**src/rtl/rmq_pkg.sv**
```systemverilog
// Package for the rotation-matrix-to-quaternion block: payload types, widths, constants.
// Used by every file in rtl.
package rmq_pkg;
    localparam int FRAC_BITS = 14;
    localparam int SQ_W = 32;
    localparam int ROOT_W = SQ_W / 2;
    localparam logic signed [18:0] ONE_FIX = 19'sd16384;
    localparam logic [15:0] PRE_LIM = 16'd32767;
    localparam logic [15:0] TINY_FIX = 16'd0;

    typedef struct packed {
        logic signed [15:0] row0_col0;
        logic signed [15:0] row0_col1;
        logic signed [15:0] row0_col2;
        logic signed [15:0] row1_col0;
        logic signed [15:0] row1_col1;
        logic signed [15:0] row1_col2;
        logic signed [15:0] row2_col0;
        logic signed [15:0] row2_col1;
        logic signed [15:0] row2_col2;
    } t_in;

    typedef struct packed {
        logic signed [15:0] quat_w;
        logic signed [15:0] quat_x;
        logic signed [15:0] quat_y;
        logic signed [15:0] quat_z;
        logic               length_tiny;
    } t_out;

    typedef enum logic [1:0] {BR_W, BR_X, BR_Y, BR_Z} t_branch;

    typedef struct packed {
        t_branch            branch;
        logic [18:0]        rad;
        logic signed [17:0] a, b, c, d, e, f;
    } t_cls;

    // One step of a restoring square root: two radicand bits per step.
    typedef struct packed {
        logic [SQ_W-1:0]   rem;
        logic [ROOT_W-1:0] root;
    } t_sq;

    function automatic t_sq sqrt_step(t_sq s, logic [1:0] bits);
        t_sq o;
        logic [SQ_W+1:0] r;
        logic [SQ_W+1:0] trial;
        r = {s.rem, bits};
        trial = {{(SQ_W-ROOT_W){1'b0}}, s.root, 2'b01};
        if (r >= trial) begin
            o.rem = SQ_W'(r - trial);
            o.root = {s.root[ROOT_W-2:0], 1'b1};
        end else begin
            o.rem = SQ_W'(r);
            o.root = {s.root[ROOT_W-2:0], 1'b0};
        end
        return o;
    endfunction

    // Quotient bit step of restoring division.
    function automatic logic [34:0] div_step(logic [34:0] rem, logic [17:0] den,
                                             output logic qb);
        logic [34:0] t;
        t = rem - {17'd0, den};
        qb = !t[34];
        return qb ? t : rem;
    endfunction
endpackage

```
**src/rtl/rmq_front.sv**
```systemverilog
// Front part: picks the branch, forms radicand and numerators from the matrix, and registers them.
// Depends on rmq_pkg.
module rmq_front import rmq_pkg::*; (
    input  logic i_clk,
    input  logic i_rst_n,
    input  logic i_valid,
    output logic o_ready,
    input  t_in  i_data,
    output logic o_valid,
    input  logic i_ready,
    output t_cls o_cls
);
    logic r_valid;
    t_cls r_cls, n_cls;
    logic signed [18:0] m0, m4, m8, tr;

    assign o_ready = !r_valid || i_ready;
    assign o_valid = r_valid;
    assign o_cls = r_cls;

    always_comb begin
        m0 = 19'(i_data.row0_col0);
        m4 = 19'(i_data.row1_col1);
        m8 = 19'(i_data.row2_col2);
        tr = m0 + m4 + m8;
        n_cls.a = 18'(i_data.row2_col1) - 18'(i_data.row1_col2);
        n_cls.b = 18'(i_data.row0_col2) - 18'(i_data.row2_col0);
        n_cls.c = 18'(i_data.row1_col0) - 18'(i_data.row0_col1);
        n_cls.d = 18'(i_data.row0_col1) + 18'(i_data.row1_col0);
        n_cls.e = 18'(i_data.row0_col2) + 18'(i_data.row2_col0);
        n_cls.f = 18'(i_data.row1_col2) + 18'(i_data.row2_col1);
        if (tr > 0) begin
            n_cls.branch = BR_W;
            n_cls.rad = 19'(tr + ONE_FIX);
        end else if (m0 > m4 && m0 > m8) begin
            n_cls.branch = BR_X;
            n_cls.rad = 19'(ONE_FIX + m0 - m4 - m8);
        end else if (m4 > m8) begin
            n_cls.branch = BR_Y;
            n_cls.rad = 19'(ONE_FIX + m4 - m0 - m8);
        end else begin
            n_cls.branch = BR_Z;
            n_cls.rad = 19'(ONE_FIX + m8 - m0 - m4);
        end
        if ($signed(n_cls.rad) <= 0) n_cls.rad = '0;
    end

    always_ff @(posedge i_clk) begin
        if (!i_rst_n) begin
            r_valid <= 1'b0;
        end else if (o_ready) begin
            r_valid <= i_valid;
        end
        if (o_ready && i_valid) begin
            r_cls <= n_cls;
        end
    end
endmodule

```
**config.mk**
```make
export PLATFORM = sky130hd
export DESIGN_NAME = rmq_front
export DESIGN_NICKNAME = d
export VERILOG_FILES = /design/src/rtl/rmq_pkg.sv /design/src/rtl/rmq_front.sv
export SDC_FILE = /design/constraint.sdc
export NUM_CORES = 1
export LEC_CHECK = 0
export ABC_CLOCK_PERIOD_IN_PS = 9000
export BUFFER_PORTS_ARGS = -buffer_cell sky130_fd_sc_hd__buf_4
export CAP_MARGIN = 25
export CORE_ASPECT_RATIO = 2
export CORE_MARGIN = 8
export CORE_UTILIZATION = 25
export DETAILED_ROUTE_END_ITERATION = 12
export SLEW_MARGIN = 20
export SYNTH_ARGS = -nofsm -noshare
export SYNTH_HDL_FRONTEND = slang
export SYNTH_SLANG_ARGS = --single-unit
```
**constraint.sdc**
```tcl
create_clock -name i_clk -period 9 [get_ports i_clk]
set_input_delay 0.9 -clock i_clk [delete_from_list [all_inputs] [get_ports i_clk]]
set_output_delay 0.9 -clock i_clk [all_outputs]
set_load 0.1 [all_outputs]
```
# After elaboration in Yosys (flattened, before gate mapping)
# Cells that the tools add are included.
# W data, S select, Z words.
# totals
register_bits	130
in_bits	148
out_inout_bits	131
elab_cells	41
# op_classes
n_addsub	18
magnitude_cmp	5
mux	3
reduce_logical	5
# ops
cell	n
$add A16 B16 Y17	4
$sub A18 B16 Y19	3
$sub A17 B16 Y18	3
$add A16 B16 Y17 const A	3
$sub A16 B16 Y17	3
$gt A16 B16 Y1	3
$mux W20	2
$add A18 B16 Y19 const B	1
$le A19 B1 Y1 const B	1
$mux W19	1
$add A17 B16 Y18	1
$gt A18 B1 Y1 const B	1
$logic_and A1 B1 Y1	2
$reduce_or A2 Y1	1
$logic_not A1 Y1	1
$logic_or A1 B1 Y1	1

# Longest topological paths before layout
# logic_depth
ltp_word	7
depth_mapped	22
ltp_nobuf	21

# Least setup slack after synthesis
# OpenSTA, ideal clock, no wires.
# synth_timing
path_kind	input -> register
startpoint	input i_ready
endpoint	register r_cls, in the netlist o_cls[0] (enable)
setup_time_ns	0.492
arrival_time_ns	4.573
required_time_ns	8.508
slack_ns	3.935
path_stages	2
path_buffers	0
cell_sequence	nand2b_1 -> and2_1
# synth_via
elab_chain_cells	2
# synth_lines
item	line_no	rtl
start: declaration	rmq_front.sv:10	input logic i_ready,
$logic_or A1 B1 Y1	rmq_front.sv:17	assign o_ready = !r_valid || i_ready;
$logic_and A1 B1 Y1	rmq_front.sv:54	if (o_ready && i_valid) begin
end signal: assignment	rmq_front.sv:55	r_cls <= n_cls;
end: declaration	rmq_front.sv:14	t_cls r_cls, n_cls;
# No other way between the ends.
# A chain may end at the register's enable or synchronous reset.

# Worst setup path in the final report
# layout_timing
startpoint	input i_data[0] (netlist name)
endpoint	register r_cls, in the netlist o_cls[112], data pin
# layout_via
elab_chain_cells	7
word_cells_on_any_way	15
classes_between	add/sub: 7; order compare: 4; mux: 3; reduce/logical: 1
# layout_lines
item	line_no	rtl
start: declaration	rmq_front.sv:8	input t_in i_data,
$add A16 B16 Y17	rmq_front.sv:43	n_cls.rad = 19'(ONE_FIX + m8 - m0 - m4);
$sub A17 B16 Y18	rmq_front.sv:43	
$sub A18 B16 Y19	rmq_front.sv:43	
$mux W20	rmq_front.sv:38	end else if (m4 > m8) begin
$mux W20	rmq_front.sv:35	end else if (m0 > m4 && m0 > m8) begin
$mux W19 (*)	rmq_front.sv:32	if (tr > 0) begin
$le A19 B1 Y1	rmq_front.sv:45	if ($signed(n_cls.rad) <= 0) n_cls.rad = '0;
# Every way passes the cells marked *; elsewhere a longest branch is shown, timed or not.

==> metrics.md <==
| Metric | Value |
|---|---|
| PortBufs | 278 |
| Pre-CTS WS | 2.94 ns |
| CP arrival | 5.89 ns |
| DRC viols | 0 |
| Hold path start | o_valid |
| Multi-input gate area | about 10,000 um^2 |
| Vias in the first global route | about 12,000 |
| R2r startpoint | o_valid |
| Final Hold Slack | 0.572 ns |
| Final Cell Area | 18,700 um^2 |
| Warnings, synthesis | 0 |
| R2R Path End | o_cls[45] |
| Fillers | between 6,000 and 7,000 |
| P_int | 1.89 mW |
| Area leader, netlist | ha_1 |
| Sequential fraction of design power | between 20 and 25% |
| First-pass GRT wire length | 70,800 um |
| Status | finished, final reports clean |
| GP Congestion | 0.901 |
| Placed Area | 18,100 um^2 |
| FF-to-FF setup slack | around 6.6 ns |
| Flops & latches, synth | 121 |
| CTS Hold Buffers Added | 0 |
| Vias | 12,134 |
| Req. time, crit path | 9.14 ns |
| Top-area cell type share of the netlist area | 24.2% |
| Synth Instances | 1,580 |
| Bufs on Longest Clock Path | 2 |
| Crit path kind | input pin to register |
| Synth Area per Inst | 9.62 um^2 |
| Initial antenna violation count | 3 |
| Pin count of the biggest net entering global routing | between 60 and 70 |
| Worst min-delay path class | register to register |
| Die area | 69,400 um^2 |
| Switching power total | approximately 1.8 mW |
| Clk pwr share | 19.7% |
| VDD IR max | roughly 0.12 mV |
| Area growth syn-to-layout | 23.1% |
| Hold Crit Depth | 2 |
| Max Clk Rate | 0.174 GHz |
| Via/cell ratio | 4.60 |
| Initial DRC count | around 660 |
| Slowest cell on crit path | o21ai_2 |
| Wirelength per Cell | 17.9 um |
| Comb pwr share | about three fifths |
| Grt total ovfl | 0 |
| Slowest stage delay, CP | 0.61 ns |
| Vert. Die Dim | 365 um |
| Num Clock Sinks | 121 |
| Final setup fails | 0 |
| Top cells by area, synth | ha_1 24%, edfxtp_1 24%, fa_1 10% |
| Clk_skew | 0.00987 ns |
| Io pins | 279 |
| Starting Density | 25.1% |
| Crit path top cell by count | inv_1 |
| Crit path cell chain | buf_4, inv_1, fa_1, inv_1, ha_1, fa_1, a21o_1, a21oi_1, o32a_1, o311a_1, o21ai_1, xor2_1, inv_1, ha_1, nand4_1, nor3_1, nand3_1, nor4b_1, nand4_1, o21ai_2, clkinv_1, o2bb2ai_1 |
| Flip-flop and latch area | 3620 um^2 |
| Synthesized net count | ~2,100 |
| Synth Flop Type | edfxtp_1 |
| Clk_lat worst skew | 0.43 ns |
| Setup TNS | 0 ns |
| LEAKAGE | 8.74 nW |
| Nets | about 2,400 |
| Depth of the CTS H-tree | 4 |
| Final Max Tran Viols | 0 |
| Setup bufs post-CTS | 0 |
| GRT Util Overall | 13.2% |
| Num rows | 128 |
| Core area | 60,500 um^2 |
| Share of post-route cells with drive strength above 1 | 17.9% |
| Hold path endpoint | o_valid |
| RSZ-0062 raised after global routing | no |
| Hold Vio Cnt, Final | 0 |
| CP Capture Type | register |
| Initial DRT Pass Iterations | 5 |
| CP Max Fanout | 13 |
| Post-synth EDFFs | between 100 and 150 |
| Relative slew slack | 32.7% |
| DIE WIDTH | 190 um |
| Worst-Margin Slew | 0.984 ns |
| Synth top cells by count | 294 x ha_1, 233 x inv_1, 120 x edfxtp_1 |
| Count leader, synth | ha_1 |
| CTS resizes | 0 |
| Remaining antenna violation count after routing | 0 |
| Reg clk slew, reported paths | 0.06 ns |
| R2r worst-path depth | 3 |
| Sw frac | 48.4% |
| Worst setup margin | 3.25 ns |
| Asr flop ratio synth | 0% |
| Period minus WS final | 5.75 ns |
| Post-synthesis sequential area ratio | approximately a quarter |
| Max-cap violations | 0 |
| Netlist Area Pre-Place | 15,200 um^2 |
| TritonCTS buffer count | 17 |
| CTS tree | done |
| DRT Wirelength | 47,100 um |
| Clk root buf | clkbuf_16 |
| PwrDens | 196 nW/um^2 |
| Detailed Place HPWL | 40,300 um |
| Distinct cells, synth | 80 |
| Crit start category | input pin |
| Final worst-path cycle share | 63.9% |
sequential cells by signal, summed over array words and instances, names as in the netlist:
signal	flops
o_cls	120
o_valid	1
layer usage:
metal	vias to the layer above	GRT usage (%)	wire [um]
met2	420	20.5	20500
met4	2	3.98	941
li1	5969	-	-
met5	-	0	13
met3	38	3.31	3670
met1	5705	17.9	22000
critical path, delay by kind of cell:
family	cells	cell delay, ns
and+or+nand+nor	5	0.79
AOI/OAI and AO/OA	7	2.18
adders and majority gates	4	0.97
xor gates and xnor gates	1	0.14
buffers and inverters	5	0.88
stage by stage:
stage / total power [mW] / util, % / instances
2_1_floorplan: 2.40 / - / 1580
3_5_place_dp: 2.95 / 29.9 / 2601
4_1_cts: 3.69 / 30.9 / 2633
5_1_grt: 3.89 / 30.9 / 2633
6_report: 3.66 / 30.9 / 2636
3_3_place_gp: 2.94 / 29.9 / 2601
placed cells by master (no fill, tap or decap), drive strengths merged, types with 9 or more instances in the layout:
cell and instances:
a21oi 119, a211oi 11, o22ai 13, a21o 20, nand3 18, ha 294
a31oi 9, edfxtp 120, o21a 10, nor4 9, o21bai 32, nor2b 24
and3 18, nand2b 20, clkbuf 19, o21ai 54, nor2 101, fa 78
xnor2 88, inv 233, xor2 35, buf 281, nor3 32, nand2 48
worst max-delay path by stage:
stage,start,endpoint
3_3_place_gp,i_data[0],o_cls[123]
6_report,i_data[0],o_cls[112]
3_5_place_dp,i_data[0],o_cls[112]
5_1_grt,i_data[0],o_cls[112]
4_1_cts,i_data[0],o_cls[112]
2_1_floorplan,i_ready,o_cls[0]
power by group through the flow:
| stage | Clock, mW | Sequential (mW) | Combinational, mW |
|---|---|---|---|
| final | 0.720 | 0.792 | 2.15 |
| after global routing | 0.763 | 0.801 | 2.32 |
| after CTS | 0.739 | 0.794 | 2.15 |
| after detailed placement | 0 | 0.805 | 2.14 |
| after global placement | 0 | 0.805 | 2.13 |
| after floorplan | 0 | 1.39 | 1.01 |
area by class of cell:
type	count	share of cell area, %
Sequential cell	121	19.4
Timing Repair Buffer	281	11.3
Multi-Input combinational cell	1185	56.1
Antenna cell	3	0.0401
Clock inverter	13	0.950
Inverter	234	4.70
Tap cell	780	5.22
Clock buffer	19	2.31
cell families (layout without fill, tap and decap cells):
logic type	after synthesis	after routing	synth area share (%)
fa+ha+maj	372	372	34.5
compound gates	364	364	16.3
simple gates	315	315	10.4
buf+inv	274	547	7.06
xor+xnor	123	123	7.14
flops	121	121	23.9
mux	10	10	0.684
other cells	1	4	0.0247
No activity file was read; power rests on OpenSTA's default activity.
