[config.mk]
export PLATFORM = sky130hd
export DESIGN_NAME = rmq_queue
export DESIGN_NICKNAME = d
export VERILOG_FILES = /design/src/rtl/rmq_pkg.sv /design/src/rtl/rmq_queue.sv
export SDC_FILE = /design/constraint.sdc
export NUM_CORES = 1
export LEC_CHECK = 0
export BUFFER_PORTS_ARGS = -buffer_cell sky130_fd_sc_hd__buf_4
export CORE_ASPECT_RATIO = 0.9
export CORE_MARGIN = 10
export CORE_UTILIZATION = 55
export CTS_BUF_LIST = sky130_fd_sc_hd__clkbuf_4 sky130_fd_sc_hd__clkbuf_8
export DETAILED_ROUTE_END_ITERATION = 16
export GPL_TIMING_DRIVEN = 1
export PLACE_DENSITY = 0.85
export SLEW_MARGIN = 20
export SYNTH_ARGS = -nofsm -noshare
export SYNTH_HDL_FRONTEND = slang
export SYNTH_SLANG_ARGS = --single-unit
[constraint.sdc]
create_clock -name i_clk -period 5.95 [get_ports i_clk]
set_input_delay 1.19 -clock i_clk [delete_from_list [all_inputs] [get_ports i_clk]]
set_output_delay 1.19 -clock i_clk [all_outputs]
set_load 0.05 [all_outputs]
[src/rtl/rmq_pkg.sv]
// Package for the rotation-matrix-to-quaternion block: payload types, widths, constants.
// Used by every file in rtl.
package rmq_pkg;
    localparam int FRAC_BITS = 14;
    localparam int SQ_W = 32;
    localparam int ROOT_W = SQ_W / 2;
    localparam logic signed [18:0] ONE_FIX = 19'sd16384;
    localparam logic [15:0] PRE_LIM = 16'd32767;
    localparam logic [15:0] TINY_FIX = 16'd0;

    typedef struct packed {
        logic signed [15:0] row0_col0;
        logic signed [15:0] row0_col1;
        logic signed [15:0] row0_col2;
        logic signed [15:0] row1_col0;
        logic signed [15:0] row1_col1;
        logic signed [15:0] row1_col2;
        logic signed [15:0] row2_col0;
        logic signed [15:0] row2_col1;
        logic signed [15:0] row2_col2;
    } t_in;

    typedef struct packed {
        logic signed [15:0] quat_w;
        logic signed [15:0] quat_x;
        logic signed [15:0] quat_y;
        logic signed [15:0] quat_z;
        logic               length_tiny;
    } t_out;

    typedef enum logic [1:0] {BR_W, BR_X, BR_Y, BR_Z} t_branch;

    typedef struct packed {
        t_branch            branch;
        logic [18:0]        rad;
        logic signed [17:0] a, b, c, d, e, f;
    } t_cls;

    // One step of a restoring square root: two radicand bits per step.
    typedef struct packed {
        logic [SQ_W-1:0]   rem;
        logic [ROOT_W-1:0] root;
    } t_sq;

    function automatic t_sq sqrt_step(t_sq s, logic [1:0] bits);
        t_sq o;
        logic [SQ_W+1:0] r;
        logic [SQ_W+1:0] trial;
        r = {s.rem, bits};
        trial = {{(SQ_W-ROOT_W){1'b0}}, s.root, 2'b01};
        if (r >= trial) begin
            o.rem = SQ_W'(r - trial);
            o.root = {s.root[ROOT_W-2:0], 1'b1};
        end else begin
            o.rem = SQ_W'(r);
            o.root = {s.root[ROOT_W-2:0], 1'b0};
        end
        return o;
    endfunction

    // Quotient bit step of restoring division.
    function automatic logic [34:0] div_step(logic [34:0] rem, logic [17:0] den,
                                             output logic qb);
        logic [34:0] t;
        t = rem - {17'd0, den};
        qb = !t[34];
        return qb ? t : rem;
    endfunction
endpackage

[src/rtl/rmq_queue.sv]
// Two-entry queue between front and back parts.
// Depends on rmq_pkg.
module rmq_queue import rmq_pkg::*; (
    input  logic i_clk,
    input  logic i_rst_n,
    input  logic i_valid,
    output logic o_ready,
    input  t_cls i_data,
    output logic o_valid,
    input  logic i_ready,
    output t_cls o_data
);
    t_cls r_mem [2];
    logic r_wp, r_rp;
    logic [1:0] r_cnt;
    logic push, pop;

    assign o_ready = r_cnt != 2'd2;
    assign o_valid = r_cnt != 2'd0;
    assign o_data = r_mem[r_rp];
    assign push = i_valid && o_ready;
    assign pop = o_valid && i_ready;

    always_ff @(posedge i_clk) begin
        if (!i_rst_n) begin
            r_wp <= 1'b0;
            r_rp <= 1'b0;
            r_cnt <= 2'd0;
        end else begin
            if (push) r_wp <= !r_wp;
            if (pop) r_rp <= !r_rp;
            r_cnt <= r_cnt + 2'(push) - 2'(pop);
        end
        if (push) r_mem[r_wp] <= i_data;
    end
endmodule

=== Word level (Yosys, flattened, before mapping) ===
Memory sizes are Yosys's and may differ from the RTL's. A register that Yosys moved wholly into a read port is not among the register bits.
Cells that the tools add are included.

* Input bits: 133
* Memories kept: 1
* Bits in writable memories: 258
* Memory bits (read-only): 0
* Output and inout port bits: 131
* Register bits: 4
* Bits in latches: 0
* Word-level logic and storage cells: 16

* Eq/ne operators: 1
* Bitwise gates (word level): 0
* Magnitude comparators: 0
* Div/mod/pow operators: 0
* Reductions and logical operators: 5
* Muxes and demuxes: 4
* Add/subtract/negate cells: 2
* $mul: 0
* Shift operators: 0

{| class="wikitable"
|+ Memories
! name !! words !! width !! rd ports !! clocked after memory_dff !! write ports !! line !! source
|-
| r_mem || 2 || 129 || 1 || 1 || 1 || rmq_queue.sv:13 || <nowiki>t_cls r_mem [2];</nowiki>
|}

{| class="wikitable"
|+ Operators by type and width
! cell !! count
|-
| $mux W1 || 4
|-
| $add A2 B1 Y2 || 1
|-
| $logic_and A1 B1 Y1 || 2
|-
| $logic_not A1 Y1 || 2
|-
| $ne A2 B2 Y1 const B || 1
|-
| $reduce_bool A2 Y1 || 1
|-
| $sub A2 B1 Y2 || 1
|}

=== Depth between registers and ports, before layout ===
Gate-level depths: netlist of the first run.

* Word-level depth: 4
* Mapped depth: 6

=== Worst setup path before layout of the first run ===
No wires, ideal clock.

* Kind: input-to-reg
* Start: input port i_valid
* End: memory r_mem[1][0] in the netlist's numbering (enable)
* Arrival time: 4,209 ps
* Library setup time: 504 ps
* Setup slack: 1,237 ps
* Buffers on the path: 0
* Stages on the path: 1
* Required time: 5,446 ps
* Path through: and3_1

* Cells in the longest elaborated chain, start to end: 3

{| class="wikitable"
|+ Ends and longest elaborated chain
! element !! line !! source
|-
| start, declared || rmq_queue.sv:6 || <nowiki>input logic i_valid,</nowiki>
|-
| $logic_and A1 B1 Y1 || rmq_queue.sv:21 || <nowiki>assign push = i_valid && o_ready;</nowiki>
|-
| $mux W1 || rmq_queue.sv:34 || <nowiki>if (push) r_mem[r_wp] <= i_data;</nowiki>
|-
| $mux W1 (not written as such) || rmq_queue.sv:34 ||
|-
| end, declared || rmq_queue.sv:13 ||
|}

No other way between the ends.

==> results of run 1 <==
worst paths after layout:
| kind | end | slack [ps] | cells past startpoint |
|---|---|---|---|
| worst min-delay path | r_rp | 510 | 2 |
| worst min register to register | r_rp | 510 | 2 |
| worst max register to register | r_mem[0][31] | 3380 | 4 |
| worst max-delay path | o_data[10] | 2120 | 3 |
power by group:
group	internal (mW)	switching, mW
registers	2.25	0.103
logic	0.701	1.18
clock network	0.883	0.652
total	3.84	1.93
kinds of logic (layout without fill, tap and decap cells):
group	after synthesis	after routing	synth area share (%)
mux	129	129	18.4
compound gates	6	6	0.432
fa+ha+maj	1	1	0.123
xor+xnor	1	1	0.0864
flops	263	263	77.4
buf+inv	16	344	2.58
simple gates	15	15	0.938
metal layers:
layer / vias up / GRT usage, % / part of all wire (%)
li1: 2316 / - / -
met1: 2474 / 19.6 / 39
met2: 220 / 27.6 / 50
met3: 44 / 6.76 / 9.0
met4: 0 / 6.13 / 2.5
met5: - / 0 / 0
final cells by class:
| type | instances | area (um2) | area share (%) |
|---|---|---|---|
| flip-flops and latches | 263 | 7850 | 60.1 |
| multi-input cells | 152 | 2030 | 15.5 |
| repair buffers | 268 | 2020 | 15.5 |
| clock buffers | 56 | 689 | 5.27 |
| well taps | 245 | 307 | 2.34 |
| clock inverters | 18 | 159 | 1.22 |
| inverters | 2 | 12.5 | 0.0957 |
state kept, by name (all words and copies together), names as in the netlist, named ones only:
name	cells
r_mem	258
r_rp	1
r_wp	1
r_cnt	2
cell usage after synthesis:
cell type,n
mux2_4,110
buf_12,11
edfxtp_1,258
buf_8,1
nor4_1,1
inv_1,2
nand3_1,1
nand3b_1,1
buf_6,1
a21oi_1,1
o31a_1,1
nor3_2,1
nand2b_1,1
o21ba_1,1
nor2_1,4
a21bo_1,1
and2_1,1
and3_1,2
or2_2,1
and2b_4,1
o21ai_0,2
nor4bb_1,1
buf_4,1
ha_1,1
xor2_1,1
mux2_2,19
dfxtp_1,5
worst min-delay path, delay by kind of cell, from the launching register on:
kind                      cells  cell delay, ps
and+or+nand+nor               1              70
xor gates and xnor gates      1              80
DFF                           1             320
per-stage QoR:
| step | setup slack, ps | hold slack (ps) | utilization (%) |
|---|---|---|---|
| final | 2120 | 507 | 71.7 |
| after global placement | 2630 | 490 | 67.0 |
| after global routing | 1970 | 570 | 71.7 |
| after CTS | 2060 | 508 | 71.7 |
| after detailed placement | 2530 | 488 | 67.0 |
| after floorplan | 1240 | 472 | - |
==> impl_metrics.json, run 1 <==
{
  "antenna_found_initial": 0,
  "grt_pass1_vias": 5689,
  "gr-total-overflow": 0,
  "ir_drop_mv": 0.293,
  "yosysTopAreaCell": "edfxtp_1",
  "p_total_mw": 5.77,
  "wl_um": 21300,
  "netlist_instances": 431,
  "firstDrtPassIters": 4,
  "finClkSkew_ps": 22.2,
  "yosysWarnings": 0,
  "num_antenna_cells": 0,
  "fp.coreArea_um2": 18200,
  "cts_setup_buffers": 0,
  "track_usage_pct": 16.8,
  "hp-start": "r_rp",
  "gp_congestion": 0.824,
  "p_per_area_nw_per_um2": 441,
  "fillers": 1107,
  "vias": 5054,
  "period_needed_ps": 3830,
  "layout-drive-gt1-share_pct": 61.9,
  "cp_slowest_cell": "dfxtp_4",
  "tightest_slew_ps": 928,
  "start_util_pct": 55.6,
  "place_area_um2": 12200,
  "cp_max_fo": 48,
  "final_common_cell": "buf_4",
  "slew_headroom_pct": 38.1,
  "ant_nets": 0,
  "synth.top_cell.area_share_pct": 76.4,
  "cts_buffer_depth": 3,
  "root_buffer": "clkbuf_8",
  "status": "finished clean",
  "dp_hpwl_um": 14800,
  "leakage_nw": 5.13,
  "endpoint_kind": "output port",
  "fp.dieArea_um2": 24300,
  "viasPerCell": 5.03,
  "synth.cell_area_um2": 10100,
  "clock-sinks": 263,
  "grt_max_degree": 92,
  "synth_seq_cells": 263,
  "cts_resized": 0,
  "wl_per_cell_um": 21.2,
  "path_buf_inv": 2,
  "placed_cells": 930,
  "synth_nets": 565,
  "crit_family": "flip-flops",
  "rows": 47,
  "worstSetupPathType": "flop to output port",
  "drv_slew": 0,
  "layout_common_cells": "267 x buf_4, 258 x edfxtp_1, 110 x mux2_4",
  "die_x_um": 163,
  "fmax_mhz": 261,
  "die_h_um": 149,
  "final.period_utilization_pct": 64.4,
  "hold_violations": 0,
  "timing.rr.start": "r_cnt[0]",
  "syn_avg_cell_area_um2": 23.5,
  "design.portCount": 264,
  "critPathMaxStageDelay_ps": 940,
  "nNetsFinal": 862,
  "yosysSeqAreaShare_pct": 77.4,
  "finalSetupTns_ps": 0,
  "grt_pass1_wl_um": 31900,
  "worst-endpoint-required_ps": 4760,
  "dr.first_iter.drc_count": 230,
  "crit_chain": "buf_4 -> mux2_2 -> buf_4",
  "io_buffers": 263,
  "instances_no_fill": 1004,
  "cts_inserted_buffers": 41,
  "htree_levels": 2,
  "start_kind": "flop",
  "design_area_um2": 13100,
  "ctsHoldBuffers": 0,
  "cts_tree": "built",
  "area_growth_pct": 29.0,
  "synth_cell_types": 27,
  "path_common_cell": "buf_4",
  "drc": 0,
  "rsz0062_at_grt": "no",
  "cts.reportedPaths.clkPinSlew_ps": 60,
  "synth.top_cells.by_area": "edfxtp_1 76%, mux2_4 16%, buf_12 2.2%",
  "maxCapViolations": 0,
  "clock_latency_ps": 530,
  "crit_arrival_ps": 2640,
  "hp-class": "flop to flop",
  "setup_viol": 0
}
No activity file was read; power rests on OpenSTA's default activity.
==> run 2, diff against run 1 <==
ABC_AREA = 1   (was default)
CORE_UTILIZATION = 54   (was 55)
PLACE_DENSITY = 0.84   (was 0.85)
clock period = 3.8 ns   (was 5.95 ns; I/O delays follow)
==> impl_metrics.json, run 2 <==
{
  "synth.top_cell.area_share_pct": 80.8,
  "wl_per_cell_um": 20.9,
  "synth_cell_types": 12,
  "drv_slew": 0,
  "finalSetupTns_ps": 0,
  "design.portCount": 264,
  "placed_cells": 932,
  "layout_common_cells": "268 x buf_4, 258 x edfxtp_1, 129 x mux2_2",
  "yosysWarnings": 0,
  "start_util_pct": 54.6,
  "finClkSkew_ps": 15.8,
  "nNetsFinal": 869,
  "cp-endpoint": "o_data[33]",
  "wl_um": 21100,
  "worstSetupPathType": "flop to output port",
  "crit_arrival_ps": 2210,
  "yosysTopAreaCell": "edfxtp_1",
  "fp.coreArea_um2": 17600,
  "viasPerCell": 5.02,
  "ctsHoldBuffers": 0,
  "grt_pass1_wl_um": 31900,
  "fmax_mhz": 337,
  "grt_max_degree": 74,
  "cp_slowest_cell": "dfxtp_4",
  "cts_buffer_depth": 3,
  "worstReg2RegEnd": "r_mem[1][8]",
  "ff2ff_setup_slack_ps": 1660,
  "vias": 5059,
  "yosysMostFrequentCell": "edfxtp_1",
  "critPathMaxStageDelay_ps": 610,
  "die_h_um": 146,
  "synth.top_cells.by_area": "edfxtp_1 81%, mux2_2 15%, buf_6 1.5%",
  "instances_no_fill": 1008,
  "setup_viol": 0,
  "crit_chain": "buf_12 -> mux2_2 -> buf_4",
  "maxCapViolations": 0,
  "final_core_util_pct": 71.7,
  "p_total_mw": 9.54,
  "grt_pass1_vias": 5742,
  "clock_latency_ps": 520,
  "root_buffer": "clkbuf_8",
  "place_ws_ps": 1360,
  "top_register": "r_mem",
  "hp-class": "input pin to flop",
  "largest_reg_flops": 258,
  "io_buffers": 263,
  "antenna_found_initial": 0,
  "drc": 0,
  "gp_congestion": 0.775,
  "ant_nets": 0,
  "track_usage_pct": 17.3,
  "netlist_instances": 437,
  "slew_headroom_pct": 33.8,
  "p_per_area_nw_per_um2": 758,
  "cts.reportedPaths.clkPinSlew_ps": 60,
  "status": "finished clean",
  "htree_levels": 2,
  "rsz0062_at_grt": "no",
  "timing.rr.start": "r_cnt[0]",
  "dp_hpwl_um": 14300,
  "synth_edf_count": 258,
  "area_growth_pct": 31.3,
  "synth_nets": 571,
  "yosysSeqAreaShare_pct": 81.9,
  "fp.dieArea_um2": 23500,
  "syn_avg_cell_area_um2": 21.9,
  "cts_inserted_buffers": 41,
  "layout-drive-gt1-share_pct": 59.4,
  "leakage_nw": 4.72,
  "final_common_cell": "buf_4",
  "clock-sinks": 263,
  "setup_ws_ps": 834,
  "hold_violations": 0,
  "cp_max_fo": 73,
  "synthArstFlopShare_pct": 0,
  "die_x_um": 160,
  "cts_tree": "built",
  "num_antenna_cells": 0,
  "synth_commonest_cells": "258 x edfxtp_1, 129 x mux2_2, 13 x buf_6",
  "gr-total-overflow": 0,
  "rows": 46,
  "r2r_cells": 5,
  "synth_seq_cells": 263,
  "endpoint_kind": "output port",
  "reg_top3": "r_mem x258, r_cnt x2",
  "cts_resized": 0,
  "synth_flop_cell": "edfxtp_1",
  "firstDrtPassIters": 5,
  "synth.cell_area_um2": 9580,
  "period_needed_ps": 2970,
  "worst-endpoint-required_ps": 3040,
  "ir_drop_mv": 0.638,
  "tightest_slew_ps": 993,
  "dr.first_iter.drc_count": 266,
  "start_kind": "flop",
  "cts_setup_buffers": 0,
  "final.period_utilization_pct": 78.0
}
## run 2: changes by cell type after synthesis, moves of 11 or more
cell	before	now
mux2_2	19	129
mux2_4	110	0
buf_6	1	13
buf_12	11	0
nand2_1	0	11
## run 2: cells by family after synthesis
family                   after synthesis  synth area share [%]
flip-flops                           263                  81.9
AND/OR/NAND/NOR                       21                 0.835
multiplexers                         129                  15.2
XOR/XNOR                               1                0.0914
adder cells (fa/ha/maj)                1                 0.131
buffers and inverters                 21                  1.85
AO/OA/AOI/OAI                          1                0.0522
## run 2: area by class of cell
cell class                 count  area [um2]
tap                          240         300
fill                        1054        4970
multi-input combinational    153        1570
clock inverter                25         151
clock buffer                  51         652
sequential                   263        7850
timing repair buffer         269        2030
inverter                       7        26.3
## run 2: how the worst min path moves through the flow
stage | start | endpoint | slack, ps | cells after the start
final | i_data[102] | r_mem[1][102] | 420 | 1
after global routing | i_data[35] | r_mem[1][35] | 380 | 1
after global placement | r_rp | r_rp | 480 | 2
after detailed placement | r_rp | flop | 480 | 2
after floorplan | r_rp | flop | 470 | 2
after CTS | i_data[28] | r_mem[0][28] | 380 | 1
## run 2: routing by layer
| layer | vias up | share of wire, % | GRT usage [%] |
|---|---|---|---|
| met1 | 2477 | 39 | 19.7 |
| li1 | 2314 | - | - |
| met4 | 0 | 2.8 | 6.83 |
| met5 | - | 0 | 0 |
| met3 | 41 | 8.5 | 6.44 |
| met2 | 227 | 50 | 29.1 |
## run 2: stage by stage
stage | cell area (um2) | hold slack (ps)
finish | 12600 | 422
global route | 12600 | 381
CTS | 12600 | 385
detailed placement | 11800 | 484
global placement | 11800 | 481
floorplan | 9590 | 467
## run 2: critical path: cells and delay by family, from the launching register on
kind / cells / cell delay (ps)
buffers and inverters: 2 / 580
flip-flops: 1 / 610
multiplexers: 1 / 410
## run 2: report_power, final
part           leakage [nW]  internal (mW)  switching, mW
Sequential             2.45           3.69          0.140
Combinational          1.86           1.09           2.34
Clock                 0.411           1.26           1.02
Total                  4.72           6.04           3.50
